`config.mk`:
```
export PLATFORM = sky130hd
export DESIGN_NAME = dna_pair_substitution_counter
export DESIGN_NICKNAME = d
export VERILOG_FILES = /design/src/dpsc_pkg.sv /design/src/dna_pair_substitution_counter.sv /design/src/dpsc_front.sv /design/src/dpsc_queue.sv /design/src/dpsc_back.sv
export VERILOG_INCLUDE_DIRS = /design/src /design/src/src
export SDC_FILE = /design/constraint.sdc
export NUM_CORES = 1
export LEC_CHECK = 0
export BUFFER_PORTS_ARGS = -buffer_cell sky130_fd_sc_hd__buf_2
export CAP_MARGIN = 0
export CORE_ASPECT_RATIO = 0.6
export CORE_UTILIZATION = 30
export CTS_BUF_LIST = sky130_fd_sc_hd__clkbuf_4 sky130_fd_sc_hd__clkbuf_8
export CTS_CLUSTER_DIAMETER = 200
export DETAILED_ROUTE_END_ITERATION = 10
export PLACE_DENSITY_LB_ADDON = 0.15
export SYNTH_ARGS = -nofsm -noshare
export SYNTH_HDL_FRONTEND = slang
export SYNTH_SLANG_ARGS = --single-unit
```
`constraint.sdc`:
```
create_clock -name clock -period 11.5 [get_ports clock]
set_input_delay 1.15 -clock clock [delete_from_list [all_inputs] [get_ports clock]]
set_output_delay 1.15 -clock clock [all_outputs]
set_load 0.05 [all_outputs]
```
`src/assert_macros.svh`:
```
// Assertion helpers shared by the RTL files.
`ifndef ASSERT_MACROS_SVH
`define ASSERT_MACROS_SVH
`ifndef SYNTHESIS
// Property must hold at every clock edge outside reset.
`define ASSERT_HOLDS(lbl, clk, rst, prop) \
   lbl: assert property (@(posedge clk) disable iff (rst) (prop)) \
      else $error("assertion failed");
// Expression must never be true outside reset.
`define ASSERT_NEVER(lbl, clk, rst, expr) \
   lbl: assert property (@(posedge clk) disable iff (rst) !(expr)) \
      else $error("forbidden condition seen");
`else
`define ASSERT_HOLDS(lbl, clk, rst, prop)
`define ASSERT_NEVER(lbl, clk, rst, expr)
`endif
`endif

```
`src/dpsc_pkg.sv`:
```
`default_nettype none
package dpsc_pkg;

   // Width of every count on the result side
   localparam int COUNT_W = 17;

   typedef logic [COUNT_W-1:0] count_type;

   // Class of one site as decided by the front end
   typedef enum logic [2:0] {
      CLASS_NONE,
      CLASS_IDENT,
      CLASS_PURINE,
      CLASS_PYRIM,
      CLASS_TRANSV
   } site_class_type;

   // Word carried from front end to back end
   typedef struct packed {
      site_class_type kind;
      logic           last;
   } site_word_type;

   // Word carried from back end to the result queue
   typedef struct packed {
      count_type purine;
      count_type pyrimidine;
      count_type transversion;
      count_type identity;
      count_type active;
   } result_word_type;

endpackage
`default_nettype wire

```
`src/dna_pair_substitution_counter.sv`:
```
// A result word reaches the rsp_ ports once its last site has passed the site queue
// and the back end has written its counts into the result queue. Throughput: one site
// word per cycle while the site queue is not full; a 4-entry site queue parts front
// and back end, and a 2-entry result queue holds finished counts until popped.
// The back end stalls only when a last site meets a full result queue.
// Reset (synchronous, active high) empties both queues and clears all five counters.
`default_nettype none
module dna_pair_substitution_counter
   import dpsc_pkg::*;
#(
   parameter int unsigned MAX_SITES = 65536
) (
   input  wire logic         clock,
   input  wire logic         reset,
   input  wire logic         push,
   output logic              full,
   input  wire logic [7:0]   req_base_first,
   input  wire logic [7:0]   req_base_second,
   input  wire logic         req_site_enabled,
   input  wire logic         req_last_site,
   output logic              empty,
   input  wire logic         pop,
   output logic [16:0]       rsp_purine_transitions,
   output logic [16:0]       rsp_pyrimidine_transitions,
   output logic [16:0]       rsp_transversions,
   output logic [16:0]       rsp_identical_sites,
   output logic [16:0]       rsp_active_sites
);

   localparam int SITE_DEPTH = 4;
   localparam int RES_DEPTH  = 2;
   localparam int SITE_W     = $bits(site_word_type);
   localparam int RES_W      = $bits(result_word_type);

   logic            front_push;
   site_word_type   front_word;
   logic            site_full;
   logic            site_empty;
   logic            site_pop;
   logic [SITE_W-1:0] site_bits;
   site_word_type   site_word;
   logic            res_full;
   logic            res_push;
   result_word_type res_word;
   logic [RES_W-1:0] out_bits;
   result_word_type out_word;

   // Classify incoming sites
   dpsc_front u_front (
      .push         (push),
      .base_first   (req_base_first),
      .base_second  (req_base_second),
      .site_enabled (req_site_enabled),
      .last_site    (req_last_site),
      .queue_full   (site_full),
      .queue_push   (front_push),
      .queue_word   (front_word)
   );

   assign full = site_full;

   // Site queue between front and back end
   dpsc_queue #(
      .WIDTH (SITE_W),
      .DEPTH (SITE_DEPTH)
   ) u_site_queue (
      .clock   (clock),
      .reset   (reset),
      .wr_en   (front_push),
      .wr_word (front_word),
      .full    (site_full),
      .rd_en   (site_pop),
      .rd_word (site_bits),
      .empty   (site_empty)
   );

   assign site_word = site_word_type'(site_bits);

   // Counters
   dpsc_back #(
      .MAX_SITES (MAX_SITES)
   ) u_back (
      .clock      (clock),
      .reset      (reset),
      .site_word  (site_word),
      .site_empty (site_empty),
      .site_pop   (site_pop),
      .res_full   (res_full),
      .res_push   (res_push),
      .res_word   (res_word)
   );

   // Result queue
   dpsc_queue #(
      .WIDTH (RES_W),
      .DEPTH (RES_DEPTH)
   ) u_res_queue (
      .clock   (clock),
      .reset   (reset),
      .wr_en   (res_push),
      .wr_word (res_word),
      .full    (res_full),
      .rd_en   (pop),
      .rd_word (out_bits),
      .empty   (empty)
   );

   assign out_word                   = result_word_type'(out_bits);
   assign rsp_purine_transitions     = out_word.purine;
   assign rsp_pyrimidine_transitions = out_word.pyrimidine;
   assign rsp_transversions          = out_word.transversion;
   assign rsp_identical_sites        = out_word.identity;
   assign rsp_active_sites           = out_word.active;

endmodule
`default_nettype wire

```
`src/dpsc_front.sv`:
```
`default_nettype none
module dpsc_front
   import dpsc_pkg::*;
(
   input  wire logic          push,
   input  wire logic [7:0]    base_first,
   input  wire logic [7:0]    base_second,
   input  wire logic          site_enabled,
   input  wire logic          last_site,
   input  wire logic          queue_full,
   output logic               queue_push,
   output site_word_type      queue_word
);

   // ASCII base letters
   localparam logic [7:0] CHAR_A = 8'h41;
   localparam logic [7:0] CHAR_C = 8'h43;
   localparam logic [7:0] CHAR_G = 8'h47;
   localparam logic [7:0] CHAR_T = 8'h54;

   // 2-bit base codes; bit 0 clear marks a purine
   localparam logic [1:0] CODE_A = 2'd0;
   localparam logic [1:0] CODE_C = 2'd1;
   localparam logic [1:0] CODE_G = 2'd2;
   localparam logic [1:0] CODE_T = 2'd3;

   logic [1:0] code_a;
   logic [1:0] code_b;
   logic       ok_a;
   logic       ok_b;

   // Decode first base
   always_comb begin
      ok_a   = 1'b1;
      code_a = CODE_A;
      case (base_first)
         CHAR_A: code_a = CODE_A;
         CHAR_C: code_a = CODE_C;
         CHAR_G: code_a = CODE_G;
         CHAR_T: code_a = CODE_T;
         default: ok_a = 1'b0;
      endcase
   end

   // Decode second base
   always_comb begin
      ok_b   = 1'b1;
      code_b = CODE_A;
      case (base_second)
         CHAR_A: code_b = CODE_A;
         CHAR_C: code_b = CODE_C;
         CHAR_G: code_b = CODE_G;
         CHAR_T: code_b = CODE_T;
         default: ok_b = 1'b0;
      endcase
   end

   // Classify the site; disabled sites, gaps, unknowns and other bytes drop it
   always_comb begin
      queue_word.last = last_site;
      if (!(site_enabled && ok_a && ok_b)) begin
         queue_word.kind = CLASS_NONE;
      end else if (code_a == code_b) begin
         queue_word.kind = CLASS_IDENT;
      end else if (code_a[0] != code_b[0]) begin
         queue_word.kind = CLASS_TRANSV;
      end else if (!code_a[0]) begin
         queue_word.kind = CLASS_PURINE;
      end else begin
         queue_word.kind = CLASS_PYRIM;
      end
   end

   assign queue_push = push && !queue_full;

endmodule
`default_nettype wire

```
`src/dpsc_queue.sv`:
```
`default_nettype none
`include "assert_macros.svh"
module dpsc_queue #(
   parameter int WIDTH = 4,
   parameter int DEPTH = 4
) (
   input  wire logic             clock,
   input  wire logic             reset,
   input  wire logic             wr_en,
   input  wire logic [WIDTH-1:0] wr_word,
   output logic                  full,
   input  wire logic             rd_en,
   output logic [WIDTH-1:0]      rd_word,
   output logic                  empty
);

   localparam int PTR_W = (DEPTH > 1) ? $clog2(DEPTH) : 1;
   localparam int CNT_W = $clog2(DEPTH + 1);
   localparam logic [PTR_W-1:0] LAST_PTR = PTR_W'(DEPTH - 1);
   localparam logic [CNT_W-1:0] FULL_CNT = CNT_W'(DEPTH);

   logic [WIDTH-1:0] mem_ff [DEPTH];
   logic [PTR_W-1:0] wr_ptr_ff, wr_ptr_in;
   logic [PTR_W-1:0] rd_ptr_ff, rd_ptr_in;
   logic [CNT_W-1:0] count_ff, count_in;
   logic             do_wr;
   logic             do_rd;

   assign full    = (count_ff == FULL_CNT);
   assign empty   = (count_ff == '0);
   assign do_wr   = wr_en && !full;
   assign do_rd   = rd_en && !empty;
   assign rd_word = mem_ff[rd_ptr_ff];

   // Pointer and fill count update
   always_comb begin
      wr_ptr_in = wr_ptr_ff;
      rd_ptr_in = rd_ptr_ff;
      count_in  = count_ff;
      if (do_wr) begin
         wr_ptr_in = (wr_ptr_ff == LAST_PTR) ? '0 : wr_ptr_ff + 1'b1;
      end
      if (do_rd) begin
         rd_ptr_in = (rd_ptr_ff == LAST_PTR) ? '0 : rd_ptr_ff + 1'b1;
      end
      if (do_wr && !do_rd) begin
         count_in = count_ff + 1'b1;
      end else if (do_rd && !do_wr) begin
         count_in = count_ff - 1'b1;
      end
   end

   always_ff @(posedge clock) begin
      if (reset) begin
         wr_ptr_ff <= '0;
         rd_ptr_ff <= '0;
         count_ff  <= '0;
      end else begin
         wr_ptr_ff <= wr_ptr_in;
         rd_ptr_ff <= rd_ptr_in;
         count_ff  <= count_in;
      end
   end

   // Storage
   always_ff @(posedge clock) begin
      if (do_wr) begin
         mem_ff[wr_ptr_ff] <= wr_word;
      end
   end

   `ASSERT_NEVER(a_count_range, clock, reset, count_ff > FULL_CNT)
   `ASSERT_HOLDS(a_count_up, clock, reset,
                 (do_wr && !do_rd) |=> (count_ff == $past(count_ff) + 1'b1))
   `ASSERT_HOLDS(a_ptr_gap, clock, reset,
                 (empty || full) |-> (wr_ptr_ff == rd_ptr_ff))

endmodule
`default_nettype wire

```
`src/dpsc_back.sv`:
```
`default_nettype none
`include "assert_macros.svh"
module dpsc_back
   import dpsc_pkg::*;
#(
   parameter int unsigned MAX_SITES = 65536
) (
   input  wire logic            clock,
   input  wire logic            reset,
   input  wire site_word_type   site_word,
   input  wire logic            site_empty,
   output logic                 site_pop,
   input  wire logic            res_full,
   output logic                 res_push,
   output result_word_type      res_word
);

   localparam longint unsigned FIELD_MAX = (64'd1 << COUNT_W) - 64'd1;
   localparam count_type COUNT_CAP = (longint'(MAX_SITES) < FIELD_MAX) ?
                                     COUNT_W'(MAX_SITES) : COUNT_W'(FIELD_MAX);

   result_word_type counts_ff, counts_in;
   result_word_type next_counts;
   logic            take;

   function automatic count_type sat_inc(input count_type c, input logic hit);
      sat_inc = (hit && (c < COUNT_CAP)) ? c + 1'b1 : c;
   endfunction

   // A last site needs room in the result queue
   assign take     = !site_empty && !(site_word.last && res_full);
   assign site_pop = take;
   assign res_push = take && site_word.last;

   // Counts after this site
   always_comb begin
      next_counts.active = sat_inc(counts_ff.active, site_word.kind != CLASS_NONE);
      next_counts.identity = sat_inc(counts_ff.identity, site_word.kind == CLASS_IDENT);
      next_counts.transversion =
         sat_inc(counts_ff.transversion, site_word.kind == CLASS_TRANSV);
      next_counts.purine = sat_inc(counts_ff.purine, site_word.kind == CLASS_PURINE);
      next_counts.pyrimidine =
         sat_inc(counts_ff.pyrimidine, site_word.kind == CLASS_PYRIM);
   end

   assign res_word = next_counts;

   // Clear after the last site of a pair
   always_comb begin
      counts_in = counts_ff;
      if (take) begin
         counts_in = site_word.last ? '0 : next_counts;
      end
   end

   always_ff @(posedge clock) begin
      if (reset) begin
         counts_ff <= '0;
      end else begin
         counts_ff <= counts_in;
      end
   end

   `ASSERT_NEVER(a_cap, clock, reset, counts_ff.active > COUNT_CAP)
   `ASSERT_NEVER(a_ident_le_active, clock, reset,
                 counts_ff.identity > counts_ff.active)
   `ASSERT_HOLDS(a_clear_after_last, clock, reset,
                 (take && site_word.last) |=> (counts_ff == '0))

endmodule
`default_nettype wire

```
; ---- After elaboration in Yosys (flattened, before gate mapping)
; Memory sizes are Yosys's and may differ from the RTL's. A register that Yosys moved wholly into a read port is not among the register bits.
; Cells that the tools add are included.
[word_totals]
n_memories = 2
out_inout_bits = 87
mem_bits_rw = 186
ff_bits = 96
inputBits = 22
[classes]
n_mux = 30
n_eq_ne = 18
reduce_logical = 35
magnitude_cmp = 5
add_sub_neg = 13
[memory_table]
columns = memory, words, width, read_ports, rd_clocked_by_memory_dff, wr, line_no
row1 = u_res_queue.mem_ff, 2, 85, 1, 1, 1, dpsc_queue.sv:22  ; logic [WIDTH-1:0] mem_ff [DEPTH];
row2 = u_site_queue.mem_ff, 4, 4, 1, 1, 1, dpsc_queue.sv:22
[op_table]
columns = op, count
row1 = "17-bit by 1-bit adder with 17-bit output, second input constant", 5
row2 = "17-bit < comparator, second input constant", 5
row3 = 17-bit two-way mux, 5
row4 = 85-bit two-way mux, 1
row5 = "8-bit by 7-bit equality test with 1-bit output, second input constant", 8
row6 = 1-bit logical AND, 19
row7 = 3-bit two-way mux, 5
row8 = 2-bit two-way mux, 6
row9 = 2-bit case mux with 3 select lines, 2
row10 = 1-bit two-way mux, 11
row11 = 1-bit zero test, 9
row12 = 4-bit OR reduction, 2
row13 = "2-bit by 1-bit adder with 2-bit output, second input constant", 3
row14 = "2-bit equality test, second input constant", 3
row15 = "3-bit by 2-bit equality test with 1-bit output, second input constant", 2
row16 = "3-bit equality test, second input constant", 2
row17 = 2-bit nonzero test, 2
row18 = "3-bit by 1-bit adder with 3-bit output, second input constant", 1
row19 = "3-bit by 1-bit equality test with 1-bit output, second input constant", 1
row20 = 3-bit zero test, 1
row21 = 3-bit nonzero test, 1
row22 = "3-bit by 1-bit subtractor with 3-bit output, second input constant", 1
row23 = "1-bit adder, second input constant", 2
row24 = 2-bit equality test, 1
row25 = 3 further kinds, 3

; ---- Depth between registers and ports, before layout
[logic_depth]
ltp_word = 10
mapped_depth = 9
ltp_nobuf = 9

; ---- Cells and area by module
; From an unflattened synthesis, not the netlist that was laid out.
[hier_totals]
hier_cells = 1012
hier_area_um2 = 12782.3
[by_module_without_submodules]
columns = module, cells_per_inst, instances, seq_area_each_um2, area_each_um2
row1 = dpsc_queue (u_res_queue), 289, 1, 5205.0, 6358.6
row2 = dpsc_back, 622, 1, 1701.6, 5122.4
row3 = dpsc_queue (u_site_queue), 70, 1, 660.6, 1073.5
row4 = dpsc_front, 31, 1, 0.0, 227.7

; ---- Worst setup path before layout
; Ideal clock, no wire load.
[synth_path]
path_kind = register to register
from = reg with a tool-made name
to = mem u_res_queue.mem_ff[0][0] in the netlist's numbering (enable)
path_stages_with_launch = 4
synth_period_minus_slack_ns = 5.644
t_arrival_ns = 5.104
slack_ns = 5.856
path_cell_list = dfxtp_1 > mux4_2 > nor3b_1 > nor2b_1
[synth_lines]
columns = item, line_no
row1 = end: declaration, dpsc_queue.sv:22

==> flow_metrics.tcl <==
set metrics [dict create \
    via_per_inst 4.88 \
    timing.final.crit_period_ps 3860 \
    finClkSkew_ps 25.5 \
    cts.sinks 285 \
    num_io_pins 109 \
    synth.top_cells.by_area "edfxtp_1, dfxtp_1, mux2_2, xnor2_1, o21ai_0" \
    route.detailed.drc 0 \
    post-synth-top-area-cell "edfxtp_1" \
    final_hold_viol_count 0 \
    fp.dieArea_um2 44100 \
    cp_data_required_time_ps 10350 \
    clk_latency_ps 580 \
    crit_path_top_delay_cell "dfxtp_4" \
    cpPeakStageDelay_ps 740 \
    num_vias 8628 \
    fin_ws_ps 7640 \
    gp_routability_congestion 0.770 \
    layout-drive-gt1-share_pct 26.4 \
    cp.arrival_ps 2710 \
    endpoint "rsp_transversions[15]" \
    drt_iter0_drc 603 \
    rsz0062_at_grt "no" \
    ys_async_sr_fraction_pct 0 \
    ys_seq_area_share_pct 58.4 \
    start_util_pct 30.7 \
    holdWs_ps 504 \
    wl_per_cell_um 17.6 \
    postCtsSetupRepairBufs 0 \
    ys_ff_latch 285 \
    cts_buffers 46 \
    critPathLaunchType "register" \
    crit_path_end_kind "output port" \
    track_usage_pct 14.0 \
    cp_max_fo 45 \
    first_pass_iters 5 \
    routed_wl_um 31100 \
    power_leakage_nw 5.30 \
    reg2reg_to "u_res_queue.mem_ff[0][2]" \
    path_cells "buf_4 -> mux2_2 -> buf_2" \
    grt_pass1_vias 8159 \
    synth_edf_count 186 \
    synth.distinct_cells 64 \
    ir_worst_vdd_v 0.000143 \
    dp_slack_ps 7730 \
    netlist_top_cells_count "edfxtp_1, dfxtp_1, mux2_2" \
    avgSynthCellArea_um2 12.2 \
    coreArea_um2 42200 \
    antenna_left 0 \
    cellPowerDensity_nw_per_um2 251 \
    grt_pass1_wl_um 48100 \
    path_class "reg2out" \
    antenna_found_initial 0 \
    yosysMostFrequentCell "edfxtp_1" \
    area_growth_pct 15.8 \
    dp_hpwl_um 19500 \
    cts_buffer_depth 3 \
    tritoncts "built" \
    io_buffers 108 \
    worst-r2r-cell-count 4 \
    cts_root_buf "clkbuf_8" \
    finalNetCount 1196 \
    slew_viol_final 0 \
    syn_area_um2 13000 \
    r2r_slack_ps 7850 \
    grt_remaining_overflow 0 \
    maxCapViolCount 0 \
    dp.cells 1682 \
    setup_viol_count_final 0 \
    path_clk_slew_ps 60 \
    htreeDepth 2 \
    die_h_um 163 \
    num_rows 58 \
    finalSetupTns_ps 0 \
    fill_cells 4245 \
    instances_no_fill 1768 \
    die_x_um 270 \
    n_antenna_cell 0 \
    syn_nets 1096 \
    ys.flop_type "edfxtp_1" \
    synth.top_cell.area_share_pct 43.1 \
    tightest_slew_ps 965 \
    yosysWarnings 0 \
    status "completed" \
    hold_path.class "reg2reg" \
    slew_headroom_pct 35.7 \
    post_cts_resized 0 \
    postCtsHoldBufs 0 \
    max_freq_ghz 0.259 \
    grt_max_degree 72 \
    syn_inst 1060 \
    post-route-period-util_pct 33.6 \
]
[registers in the layout, summed over array words and instances (netlist names), named ones only]
name / count
u_site_queue.wr_ptr_ff: 2
u_site_queue.count_ff: 3
u_res_queue.wr_ptr_ff: 1
u_back.counts_ff: 85
u_res_queue.count_ff: 2
u_res_queue.rd_ptr_ff: 1
u_res_queue.mem_ff: 170
u_site_queue.mem_ff: 16
u_site_queue.rd_ptr_ff: 2
[critical path, delay by kind of cell (launching register included)]
family | cells | cell delay [ps]
muxes | 1 | 440
DFF | 1 | 740
buffers and inverters | 2 | 870
[final cells by class]
type	instances	area, um2	area share [%]
flip-flops and latches	285	7570	50.5
clock inverters	9	42.5	0.284
well taps	570	713	4.75
repair buffers	117	608	4.05
multi-input cells	694	5080	33.8
clock buffers	77	928	6.19
inverters	16	60.1	0.400
[per-stage QoR]
step                      cell area, um2  power (mW)  util (%)
after floorplan                    13000        2.55         -
after global placement             14000        2.89      33.2
after detailed placement           14000        2.89      33.2
after CTS                          15000        3.84      35.5
after global routing               15000        3.97      35.5
final                              15000        3.77      35.5
[power by group]
group	switching [mW]	total, mW	internal (mW)
Combinational	1.08	1.45	0.379
Sequential	0.0776	1.39	1.32
Clock	0.410	0.918	0.508
Total	1.56	3.77	2.20
[cell families (layout without fill, tap and decap cells)]
family	Yosys count	after routing	share of synthesized area [%]
muxes	100	100	8.98
and+or+nand+nor	278	278	12.4
AOI/OAI and AO/OA	220	220	10.7
xor gates and xnor gates	82	82	5.54
buffers and inverters	81	219	2.64
DFF	285	285	58.4
adders and majority gates	14	14	1.41
[cells in the final DEF (no fill, tap or decap), types with 31 or more instances in the layout]
cell type / instances
edfxtp_1: 186
buf_2: 108
dfxtp_1: 98
mux2_2: 90
nand2_1: 71
o21ai_0: 66
xnor2_1: 61
clkbuf_8: 56
o31ai_1: 40
nor2_1: 38
a31oi_1: 38
a21oi_1: 37
nand3_1: 31
[metal layers]
layer	GRT usage, %	share of wire [%]	vias to the layer above
met1	21.9	53	4176
met3	3.14	4.7	38
li1	-	-	4208
met2	19.1	40	206
met5	0	0	-
met4	3.29	1.4	0
[how the worst min path moves through the flow]
stage | startpoint | end | slack, ps | cells past startpoint
6_report | u_res_queue.rd_ptr_ff | register | 500 | 2
5_1_grt | u_back.counts_ff[15] | u_back.counts_ff[15] | 530 | 2
4_1_cts | u_back.counts_ff[15] | u_back.counts_ff[15] | 510 | 2
3_5_place_dp | u_res_queue.rd_ptr_ff | register | 490 | 2
3_3_place_gp | u_res_queue.rd_ptr_ff | u_res_queue.rd_ptr_ff | 490 | 2
2_1_floorplan | u_back.counts_ff[50] | u_back.counts_ff[50] | 460 | 1
(Power assumes the default switching activity.)
